`src/hdl/fetr_pkg.sv`:
```
`default_nettype none
package fetr_pkg;

    localparam int RING_DEPTH   = 64;
    localparam int RECORD_BYTES = 12;
    localparam int HDR_BYTES    = 8;

    localparam int SLOT_W     = $clog2(RING_DEPTH);
    localparam int CNT_W      = $clog2(RING_DEPTH + 1);
    localparam int STREAM_MAX = HDR_BYTES + RING_DEPTH * RECORD_BYTES;
    localparam int CUR_W      = $clog2(STREAM_MAX + 1);
    localparam int BYTE_W     = $clog2(RECORD_BYTES);
    localparam int HDR_W      = $clog2(HDR_BYTES);
    localparam int REC_W      = RECORD_BYTES * 8;

    localparam logic [1:0] OP_EVENT = 2'd0;
    localparam logic [1:0] OP_SNAP  = 2'd1;
    localparam logic [1:0] OP_READ  = 2'd2;
    localparam logic [1:0] OP_SPARE = 2'd3;

    typedef struct packed {
        logic [1:0]  op;
        logic [31:0] tick;
        logic [7:0]  event_type;
        logic [7:0]  arg_a;
        logic [15:0] arg_b;
        logic [15:0] arg_c;
        logic [15:0] arg_d;
    } t_in_item;

    typedef struct packed {
        logic [6:0] record_count;
        logic [7:0] data_byte;
        logic       byte_valid;
        logic       drained;
    } t_out_item;

    typedef struct packed {
        logic wr_event;
        logic snap;
        logic rd_start;
        logic rd_finish;
    } t_cmd;

endpackage
`default_nettype wire

```
`src/hdl/fetr_ctrl.sv`:
```
`default_nettype none
module fetr_ctrl (
    input  wire logic        i_clk,
    input  wire logic        i_rst_n,
    input  wire logic        i_in_valid,
    input  wire logic [1:0]  i_op,
    input  wire logic        i_out_ready,
    output logic             o_in_ready,
    output logic             o_out_valid,
    output fetr_pkg::t_cmd   o_cmd
);
    import fetr_pkg::*;

    localparam logic S_IDLE = 1'b0;
    localparam logic S_RD   = 1'b1;

    logic r_state, n_state;
    logic r_out_valid, n_out_valid;
    logic w_accept;

    assign o_in_ready  = (r_state == S_IDLE) && (!r_out_valid || i_out_ready);
    assign w_accept    = i_in_valid && o_in_ready;
    assign o_out_valid = r_out_valid;

    always_comb begin
        o_cmd = '0;
        if (w_accept) begin
            case (i_op)
                OP_EVENT: o_cmd.wr_event = 1'b1;
                OP_SNAP:  o_cmd.snap     = 1'b1;
                OP_READ:  o_cmd.rd_start = 1'b1;
                default:  o_cmd          = '0;
            endcase
        end
        o_cmd.rd_finish = (r_state == S_RD);
    end

    always_comb begin
        n_state = r_state;
        case (r_state)
            S_IDLE: begin
                if (o_cmd.rd_start) begin
                    n_state = S_RD;
                end
            end
            S_RD:    n_state = S_IDLE;
            default: n_state = S_IDLE;
        endcase
    end

    always_comb begin
        n_out_valid = r_out_valid;
        if (o_cmd.snap || o_cmd.rd_finish) begin
            n_out_valid = 1'b1;
        end else if (i_out_ready) begin
            n_out_valid = 1'b0;
        end
    end

    always_ff @(posedge i_clk) begin
        if (!i_rst_n) begin
            r_state     <= S_IDLE;
            r_out_valid <= 1'b0;
        end else begin
            r_state     <= n_state;
            r_out_valid <= n_out_valid;
        end
    end
endmodule
`default_nettype wire

```
`config.mk`:
```
export PLATFORM = sky130hd
export DESIGN_NAME = fetr_ctrl
export DESIGN_NICKNAME = d
export VERILOG_FILES = /design/src/hdl/fetr_pkg.sv /design/src/hdl/fetr_ctrl.sv
export SDC_FILE = /design/constraint.sdc
export NUM_CORES = 1
export LEC_CHECK = 0
export BUFFER_PORTS_ARGS = -buffer_cell sky130_fd_sc_hd__clkbuf_2
export CAP_MARGIN = 20
export CORE_AREA = 5 5 42 44
export CTS_CLUSTER_DIAMETER = 200
export DETAILED_ROUTE_END_ITERATION = 7
export DIE_AREA = 0 0 47 49
export GPL_TIMING_DRIVEN = 0
export SLEW_MARGIN = 20
export SYNTH_ARGS = -nofsm -noshare
export SYNTH_HDL_FRONTEND = slang
export SYNTH_SLANG_ARGS = --single-unit
```
`constraint.sdc`:
```
create_clock -name i_clk -period 0.8 [get_ports i_clk]
set_input_delay 0.04 -clock i_clk [delete_from_list [all_inputs] [get_ports i_clk]]
set_output_delay 0.04 -clock i_clk [all_outputs]
set_load 0.1 [all_outputs]
```
==> results.json, run 1 <==
{
  "outcome": "finished with violations",
  "failed_checks": "setup timing",
  "syn_area_um2": 130,
  "finalCriticalPeriod_ps": 1190,
  "area_growth_pct": 236,
  "yosys.area_share.adder": 0,
  "holdPathStages": 2,
  "cp-end-kind": "output pin",
  "drv_cap": 0,
  "place_ws_ps": -507,
  "pwr_density_cell_nw_per_um2": 1360,
  "antenna_found_initial": 0,
  "synth_mux_area_frac": 0,
  "yosysTopAreaCell": "dfxtp_1",
  "holdPathEnd": "o_out_valid$_SDFFE_PN0P_",
  "first_iter_violations": 0,
  "crit_required_ps": 760,
  "die_w_um": 47,
  "synthXorXnorAreaFrac": 0,
  "fill_cells": 153,
  "syn_inst": 13,
  "placementRows": 14,
  "clock_latency_ps": 230,
  "cts_root_buf": "clkbuf_4",
  "drcViolationCount": 0,
  "vias": 174,
  "slew_violations": 0,
  "nets": 40,
  "fin_cells": 49,
  "critical_path_class": "flip-flop to output pin",
  "drt_wl_total_um": 537,
  "reg2reg_depth": 4,
  "grt_max_degree": 6,
  "vias_per_cell": 3.55,
  "core_area_um2": 1400,
  "grt_use_total": 0.0584,
  "worst-slew-pin-transition_ps": 260,
  "final_area_um2": 437,
  "tritoncts": "done",
  "r2r_end": "o_out_valid$_SDFFE_PN0P_",
  "clock_sinks": 2,
  "place_congestion": 0.719,
  "path_clk_slew_ps": 40,
  "cp-start-kind": "flip-flop",
  "dpl_cell_area_um2": 249,
  "power.leakage_nw": 0.181,
  "synth_warnings": 0,
  "antenna_cells": 0,
  "finalSetupViolCount": 8,
  "globalRouteOverflowTotal": 0,
  "timing.final.ws_setup_ps": -393,
  "yosysTopAreaCellShare": 0.308,
  "dieArea_um2": 2300,
  "r2r_start": "o_out_valid$_SDFFE_PN0P_",
  "final_layout_size_suffix_gt1_frac": 0.848,
  "io_pins": 12,
  "min_period_over_period": 1.49,
  "firstDrtPassIters": 1,
  "synthSimpleGateAreaFrac": 0.567,
  "hold_ws_ps": 37.6,
  "max_freq_mhz": 838,
  "hold_viol_final": 0,
  "cts_buffers": 3,
  "cts_buffer_depth": 2,
  "wire_per_inst_um": 11.0,
  "die_h_um": 49,
  "hp-start": "i_rst_n",
  "yosysSeqAreaShare": 0.308,
  "ir_drop_mv": 0.461,
  "avgSynthCellArea_um2": 10.0,
  "place_inst": 40,
  "hold_buffers": 0,
  "cts-htree-levels": 1,
  "netlist_top_cells_area": "dfxtp_1 31%, nor4b_2 12%, nor2b_4 11%, and3b_1 6.7%, o31a_1 6.7%",
  "arrival_ps": 1150,
  "synth_compound_area_frac": 0.0673,
  "min_path_type": "primary input to flip-flop",
  "synth_top_family_by_area": "simple AND/OR/NAND/NOR gates",
  "path_max_fanout": 5,
  "grt_pass1_vias": 184,
  "syn_nets": 19,
  "ys_ff_latch": 2,
  "grt_pass1_wl_um": 834,
  "yosysUniqueCellTypes": 12,
  "r2r_slack_ps": -280,
  "antenna_left": 0,
  "fin_setup_tns_ps": -2340,
  "clock_skew_ps": 7.80,
  "slew_headroom": 0.826,
  "start_util": 0.0929,
  "place.port_buffers": 11,
  "rsz0062_at_grt": "yes"
}
[placed cells by master, fill, tap and decap left out]
| master | count |
|---|---|
| dfxtp_4 | 2 |
| nand2b_1 | 1 |
| clkbuf_4 | 3 |
| nor3_4 | 1 |
| buf_6 | 3 |
| nor4_4 | 1 |
| nor3b_4 | 1 |
| and3b_1 | 1 |
| buf_8 | 2 |
| nor2b_4 | 1 |
| nand3b_1 | 1 |
| clkbuf_2 | 5 |
| clkbuf_1 | 1 |
| nor4b_4 | 1 |
| o31a_1 | 1 |
| clkbuf_16 | 4 |
| nor2_2 | 1 |
| buf_4 | 3 |
[worst max path at each step]
| stage | start | to | slack (ps) | cells after the start |
|---|---|---|---|---|
| 2_1_floorplan | o_out_valid$_SDFFE_PN0P_ | o_cmd[3] | -980 | 2 |
| 3_3_place_gp | o_out_valid$_SDFFE_PN0P_ | o_cmd[3] | -500 | 3 |
| 3_5_place_dp | o_out_valid$_SDFFE_PN0P_ | o_cmd[3] | -510 | 3 |
| 4_1_cts | o_out_valid$_SDFFE_PN0P_ | o_cmd[3] | -420 | 3 |
| 5_1_grt | o_out_valid$_SDFFE_PN0P_ | o_cmd[2] | -430 | 3 |
| 6_report | o_out_valid$_SDFFE_PN0P_ | o_cmd[2] | -390 | 3 |
[timing repair]
action,CTS,global route
gates cloned,0,0
gates resized for setup,20,4
setup buffers,3,2
endpoints found under the setup margin,8,8
endpoints found under the hold margin,0,0
pin swaps,1,0
[per-stage QoR]
step / power, W / util
2_1_floorplan: 0.000244 / -
3_3_place_gp: 0.000276 / 0.178
3_5_place_dp: 0.000277 / 0.178
4_1_cts: 0.000598 / 0.290
5_1_grt: 0.000641 / 0.312
6_report: 0.000595 / 0.312
[registers in the layout, indices dropped and copies added (netlist names)]
register and count:
r_state 1, o_out_valid 1
[worst max-delay path: stages (launching register included)]
cell       delay (ps)
dfxtp_4           330
nor2b_4           160
nor3b_4           200
clkbuf_16         230
[cells by family after synthesis]
logic type | count (synthesis)
simple gates | 9
flops | 2
buf+inv | 1
compound gates | 1
[cells in the mapped netlist]
| cell | n |
|---|---|
| nor2_1 | 1 |
| o31a_1 | 1 |
| dfxtp_1 | 2 |
| nand3b_1 | 1 |
| and3b_1 | 1 |
| nor4b_2 | 1 |
| nor3_1 | 1 |
| nand2b_1 | 1 |
| buf_4 | 1 |
| nor2b_4 | 1 |
| nor3b_1 | 1 |
| nor4_1 | 1 |
[per-layer routing]
layer  vias up  share of wire  GRT usage
met1        73           0.39     0.0591
met2        12           0.42     0.0543
met5         -              0          0
li1         89              -          -
met4         0              0     0.0553
met3         0           0.19     0.0738
[power by group]
part	internal [W]	leakage, nW	switching, W
Sequential	0.000101	0.0178	0.00000599
Clock	0.000186	0.0150	0.0000692
Combinational	0.0000951	0.148	0.000138
Total	0.000382	0.181	0.000213
[cell type report]
| class | instances | area, um2 | share of cell area |
|---|---|---|---|
| plain buffers | 1 | 11.3 | 0.0258 |
| clock buffers | 4 | 26.3 | 0.0602 |
| multi-input cells | 10 | 131 | 0.301 |
| flip-flops and latches | 2 | 47.5 | 0.109 |
| well taps | 16 | 20.0 | 0.0458 |
| repair buffers | 16 | 200 | 0.458 |
Note: power is estimated with default switching activity, not from simulation.
==> inputs of run 2 (changes only) <==
--- a/config.mk
+++ b/config.mk
@@ -12,6 +12,7 @@
 export DETAILED_ROUTE_END_ITERATION = 7
 export DIE_AREA = 0 0 47 49
 export GPL_TIMING_DRIVEN = 0
+export SETUP_SLACK_MARGIN = 0.2
 export SLEW_MARGIN = 20
 export SYNTH_ARGS = -nofsm -noshare
 export SYNTH_HDL_FRONTEND = slang
==> run 2 against run 1 <==
Die area unchanged. Sequential power about the same. The flow still finishes with violations (setup timing). Highest routed layer is now met4. Final area is 2.6% higher.
==> results.json, run 2 (synthesized netlist as in run 1, its figures left out) <==
{
  "r2r_start": "o_out_valid$_SDFFE_PN0P_",
  "io_pins": 12,
  "firstDrtPassIters": 4,
  "place_ws_ps": -490,
  "finalCriticalPeriod_ps": 1210,
  "timing.final.ws_setup_ps": -410,
  "slew_headroom": 0.811,
  "dieArea_um2": 2300,
  "area_growth_pct": 244,
  "clock_sinks": 2,
  "start_util": 0.0929,
  "grt_max_degree": 6,
  "grt_pass1_vias": 194,
  "cp-start-kind": "flip-flop",
  "placementRows": 14,
  "die_h_um": 49,
  "drt_wl_total_um": 562,
  "cpMaxStageDelayCell": "dfxtp_4",
  "critical_path_class": "flip-flop to output pin",
  "globalRouteOverflowTotal": 0,
  "nets": 41,
  "antenna_found_initial": 0,
  "dpl_cell_area_um2": 265,
  "fin_setup_tns_ps": -2440,
  "finalSetupViolCount": 8,
  "drv_cap": 0,
  "vias_per_cell": 3.65,
  "cp-end-kind": "output pin",
  "path_clk_slew_ps": 40,
  "arrival_ps": 1170,
  "sw_frac_of_total": 0.373,
  "drcViolationCount": 0,
  "cts_buffer_depth": 2,
  "die_w_um": 47,
  "hold_viol_final": 0,
  "power_frac_seq": 0.180,
  "failed_checks": "setup timing",
  "tritoncts": "done",
  "min_period_over_period": 1.51,
  "intPower_w": 0.000368,
  "clock_skew_ps": 5.88,
  "core_area_um2": 1400,
  "cts_root_buf": "clkbuf_4",
  "path_cells": "buf_4, nor3b_4, clkbuf_16",
  "crit_required_ps": 760,
  "pwr_density_cell_nw_per_um2": 1310,
  "final_layout_size_suffix_gt1_frac": 0.879,
  "cts-htree-levels": 1,
  "place_congestion": 0.685,
  "clock_latency_ps": 240,
  "combPwrFrac": 0.406,
  "fill_cells": 152,
  "final_cell_mix": "5 x clkbuf_2, 4 x clkbuf_16, 4 x buf_6, 3 x clkbuf_4",
  "cts_buffers": 3,
  "startpoint": "r_state$_SDFF_PP0_",
  "wire_per_inst_um": 11.5,
  "cpPeakStageDelay_ps": 360,
  "final_area_um2": 448,
  "rsz0062_at_grt": "yes",
  "antenna_left": 0,
  "slew_violations": 0,
  "first_iter_violations": 2,
  "path_max_fanout": 5,
  "outcome": "finished with violations",
  "ir_drop_mv": 0.351,
  "worst-slew-pin-transition_ps": 284,
  "grt_pass1_wl_um": 841,
  "place.port_buffers": 11,
  "place_inst": 40,
  "vias": 179,
  "p_switching_w": 0.000219,
  "max_freq_mhz": 827,
  "fin_cells": 49,
  "power.leakage_nw": 0.184,
  "antenna_cells": 0,
  "final_common_cell": "clkbuf_2",
  "hp-start": "i_rst_n",
  "grt_use_total": 0.0604,
  "utilization": 0.320,
  "min_path_type": "primary input to flip-flop",
  "clkPwrFrac": 0.413
}
[run 2: changes by cell type in the layout (fill, tap and decap cells not counted)]
cell,before,now
nor4b_4,1,0
buf_6,3,4
nor4b_2,0,1
clkbuf_1,1,0
buf_4,3,2
buf_12,0,1
[run 2: through the flow]
step	hold WS, ps	power, W
2_1_floorplan	158	0.000246
3_3_place_gp	268	0.000278
3_5_place_dp	271	0.000279
4_1_cts	24.4	0.000581
5_1_grt	27.2	0.000618
6_report	34.0	0.000587
[run 2: layer usage]
| layer | share of wire | wire length [um] | global-route usage | vias to the layer above |
|---|---|---|---|---|
| met5 | 0 | 0 | 0 | - |
| met2 | 0.47 | 263 | 0.0747 | 14 |
| met1 | 0.37 | 208 | 0.0545 | 74 |
| met3 | 0.14 | 76 | 0.0480 | 2 |
| li1 | - | - | - | 89 |
| met4 | 0.025 | 14 | 0.0691 | 0 |
[run 2: critical path, delay by kind of cell, from the launching register on]
kind	cells	cell delay (ps)
and+or+nand+nor	1	210
buffers and inverters	2	370
DFF	1	360
[run 2: repair_timing]
action | CTS | global route
pin swaps | 2 | 2
hold buffers | 0 | 0
buffers inserted | 4 | 2
cloned | 0 | 0
endpoints found under the setup margin | 8 | 8
resized for setup | 16 | 6
[run 2: cell type report]
class,count,area [um2],share of cell area
flip-flops and latches,2,47.5,0.106
multi-input cells,10,123,0.274
clock buffers,3,22.5,0.0503
repair buffers,17,215,0.480
plain buffers,1,20.0,0.0447
well taps,16,20.0,0.0447
[run 2: power groups by stage]
| stage | Sequential [W] | Combinational (W) | Clock [W] |
|---|---|---|---|
| after global placement | 0.000110 | 0.000168 | 0 |
| after detailed placement | 0.000110 | 0.000169 | 0 |
| final | 0.000106 | 0.000238 | 0.000242 |
| after floorplan | 0.000129 | 0.000117 | 0 |
| after CTS | 0.000106 | 0.000225 | 0.000251 |
| after global routing | 0.000107 | 0.000247 | 0.000265 |
[run 2: path summary, 6_finish.rpt]
| path | to | depth (start not counted) | slack [ps] |
|---|---|---|---|
| setup / recovery | o_cmd[2] | 3 | -410 |
| hold / removal | o_out_valid$_SDFFE_PN0P_ | 2 | 30 |
| hold reg to reg | r_state$_SDFF_PP0_ | 1 | 470 |
| setup reg to reg | o_out_valid$_SDFFE_PN0P_ | 4 | -270 |
==> inputs of run 3 (changes only) <==
==> constraint.sdc (replaced) <==
create_clock -name i_clk -period 1.05 [get_ports i_clk]
set_input_delay 0.0525 -clock i_clk [delete_from_list [all_inputs] [get_ports i_clk]]
set_output_delay 0.0525 -clock i_clk [all_outputs]
set_load 0.1 [all_outputs]
==> run 3 against run 2 <==
The flow still finishes with violations (setup timing). Power shrank 25%. Clock power is 20% lower. Worst setup slack improved by 240 ps. Clock skew up 2.3 ps. Via count decreased by 2.2%. Final area decreased by 8.1%. Cell count down 2.0%. Hold slack better by 19 ps. Sequential share of layout area up 0.94 points. Die area stayed put. First-iteration DRC count is 100% lower. Critical endpoint unchanged. Largest cell class unchanged. Highest routed layer is now met3.
==> results.json, run 3 (synthesized netlist as in run 1, its figures left out) <==
{
  "outcome": "finished with violations",
  "failed_checks": "setup timing",
  "timing.final.ws_setup_ps": -165,
  "worst-slew-pin-transition_ps": 302,
  "cpPeakStageDelay_ps": 330,
  "startpoint": "o_out_valid$_SDFFE_PN0P_",
  "antenna_left": 0,
  "drv_cap": 0,
  "tritoncts": "done",
  "area_growth_pct": 216,
  "cpMaxStageDelayCell": "dfxtp_4",
  "antenna_found_initial": 0,
  "cts-htree-levels": 1,
  "grt_pass1_wl_um": 834,
  "drcViolationCount": 0,
  "fill_cells": 155,
  "path_clk_slew_ps": 40,
  "max_freq_mhz": 823,
  "placementRows": 14,
  "drt_wl_total_um": 524,
  "nets": 39,
  "min_path_type": "primary input to flip-flop",
  "fin_cells": 48,
  "slew_violations": 0,
  "cts_buffers": 3,
  "arrival_ps": 1160,
  "antenna_cells": 0,
  "grt_pass1_vias": 177,
  "ir_drop_mv": 0.349,
  "vias": 175,
  "multiInputGateArea_um2": 131,
  "place.port_buffers": 11,
  "final_layout_size_suffix_gt1_frac": 0.844,
  "hp-start": "i_rst_n",
  "hold_ws_ps": 52.7,
  "rsz0062_at_grt": "yes",
  "clock_skew_ps": 8.20,
  "finalSetupViolCount": 6,
  "firstDrtPassIters": 1,
  "wire_per_inst_um": 10.9,
  "path_cells": "nor2b_4, nor3b_4, clkbuf_16",
  "dieArea_um2": 2300,
  "cp-end-kind": "output pin",
  "globalRouteOverflowTotal": 0,
  "ff_latch_area_um2": 47.5,
  "clock_sinks": 2,
  "die_w_um": 47,
  "core_area_um2": 1400,
  "hold_buffers": 0,
  "cts_root_buf": "clkbuf_4",
  "final_cell_mix": "5 x clkbuf_2, 4 x clkbuf_4, 3 x buf_6, 3 x clkbuf_16",
  "crit_required_ps": 1000,
  "critical_path_class": "flip-flop to output pin",
  "r2r_slack_ps": -40,
  "slew_headroom": 0.799,
  "final_common_cell": "clkbuf_2",
  "first_iter_violations": 0,
  "pwr_density_cell_nw_per_um2": 1070,
  "grt_use_total": 0.0577,
  "finalCriticalPeriod_ps": 1210,
  "grt_max_degree": 6,
  "place_congestion": 0.719,
  "hold_viol_final": 0,
  "clock_latency_ps": 230,
  "r2r_start": "o_out_valid$_SDFFE_PN0P_",
  "power.leakage_nw": 0.169,
  "vias_per_cell": 3.65,
  "cts_buffer_depth": 2,
  "die_h_um": 49,
  "place_inst": 40,
  "path_max_fanout": 5,
  "cp-start-kind": "flip-flop",
  "io_pins": 12,
  "start_util": 0.0929,
  "min_period_over_period": 1.16
}
run 3: cell count changes in the layout (fill, tap and decap cells not counted), sizes merged:
cell and change:
clkbuf +1, buf -2
run 3: where the power goes:
group | internal, W | switching, W
registers | 0.0000769 | 0.00000451
clock network | 0.000142 | 0.0000517
logic | 0.0000634 | 0.000104
run 3: final timing paths:
check | end | cells after the start
max | o_cmd[2] | 3
min | o_out_valid$_SDFFE_PN0P_ | 2
max reg2reg | o_out_valid$_SDFFE_PN0P_ | 4
min reg2reg | o_out_valid$_SDFFE_PN0P_ | 2
run 3: per-stage QoR:
stage	setup slack, ps	utilization	power [W]	area, um2	TNS (ps)
finish	-165	0.294	0.000442	412	-559
detailed placement	-269	0.178	0.000211	249	-790
CTS	-182	0.272	0.000445	382	-642
global route	-207	0.294	0.000478	412	-843
global placement	-264	0.178	0.000211	249	-753
floorplan	-743	-	0.000186	174	-2050
run 3: layer usage:
metal  up-vias  routed length (um)  GRT usage
met1        74                 199     0.0613
met3         0                 113     0.0775
met2        14                 211     0.0475
met5         -                   0          0
li1         87                   -          -
met4         0                   0     0.0553
run 3: layout make-up:
| cell class | count | area share |
|---|---|---|
| Buffer | 1 | 0.0274 |
| Tap cell | 16 | 0.0486 |
| Clock buffer | 4 | 0.0638 |
| Sequential cell | 2 | 0.116 |
| Multi-Input combinational cell | 10 | 0.319 |
| Timing Repair Buffer | 15 | 0.426 |
run 3: worst max-delay path, delay by kind of cell, from the launching register on:
family                 cells  cell delay [ps]
DFF                        1              330
and+or+nand+nor            2              370
buffers and inverters      1              230
run 3: what timing repair did:
item | CTS | global route
hold endpoints to repair | 0 | 0
gates resized for setup | 18 | 4
setup endpoints to repair | 8 | 8
pin swaps | 1 | 1
setup buffers | 2 | 2
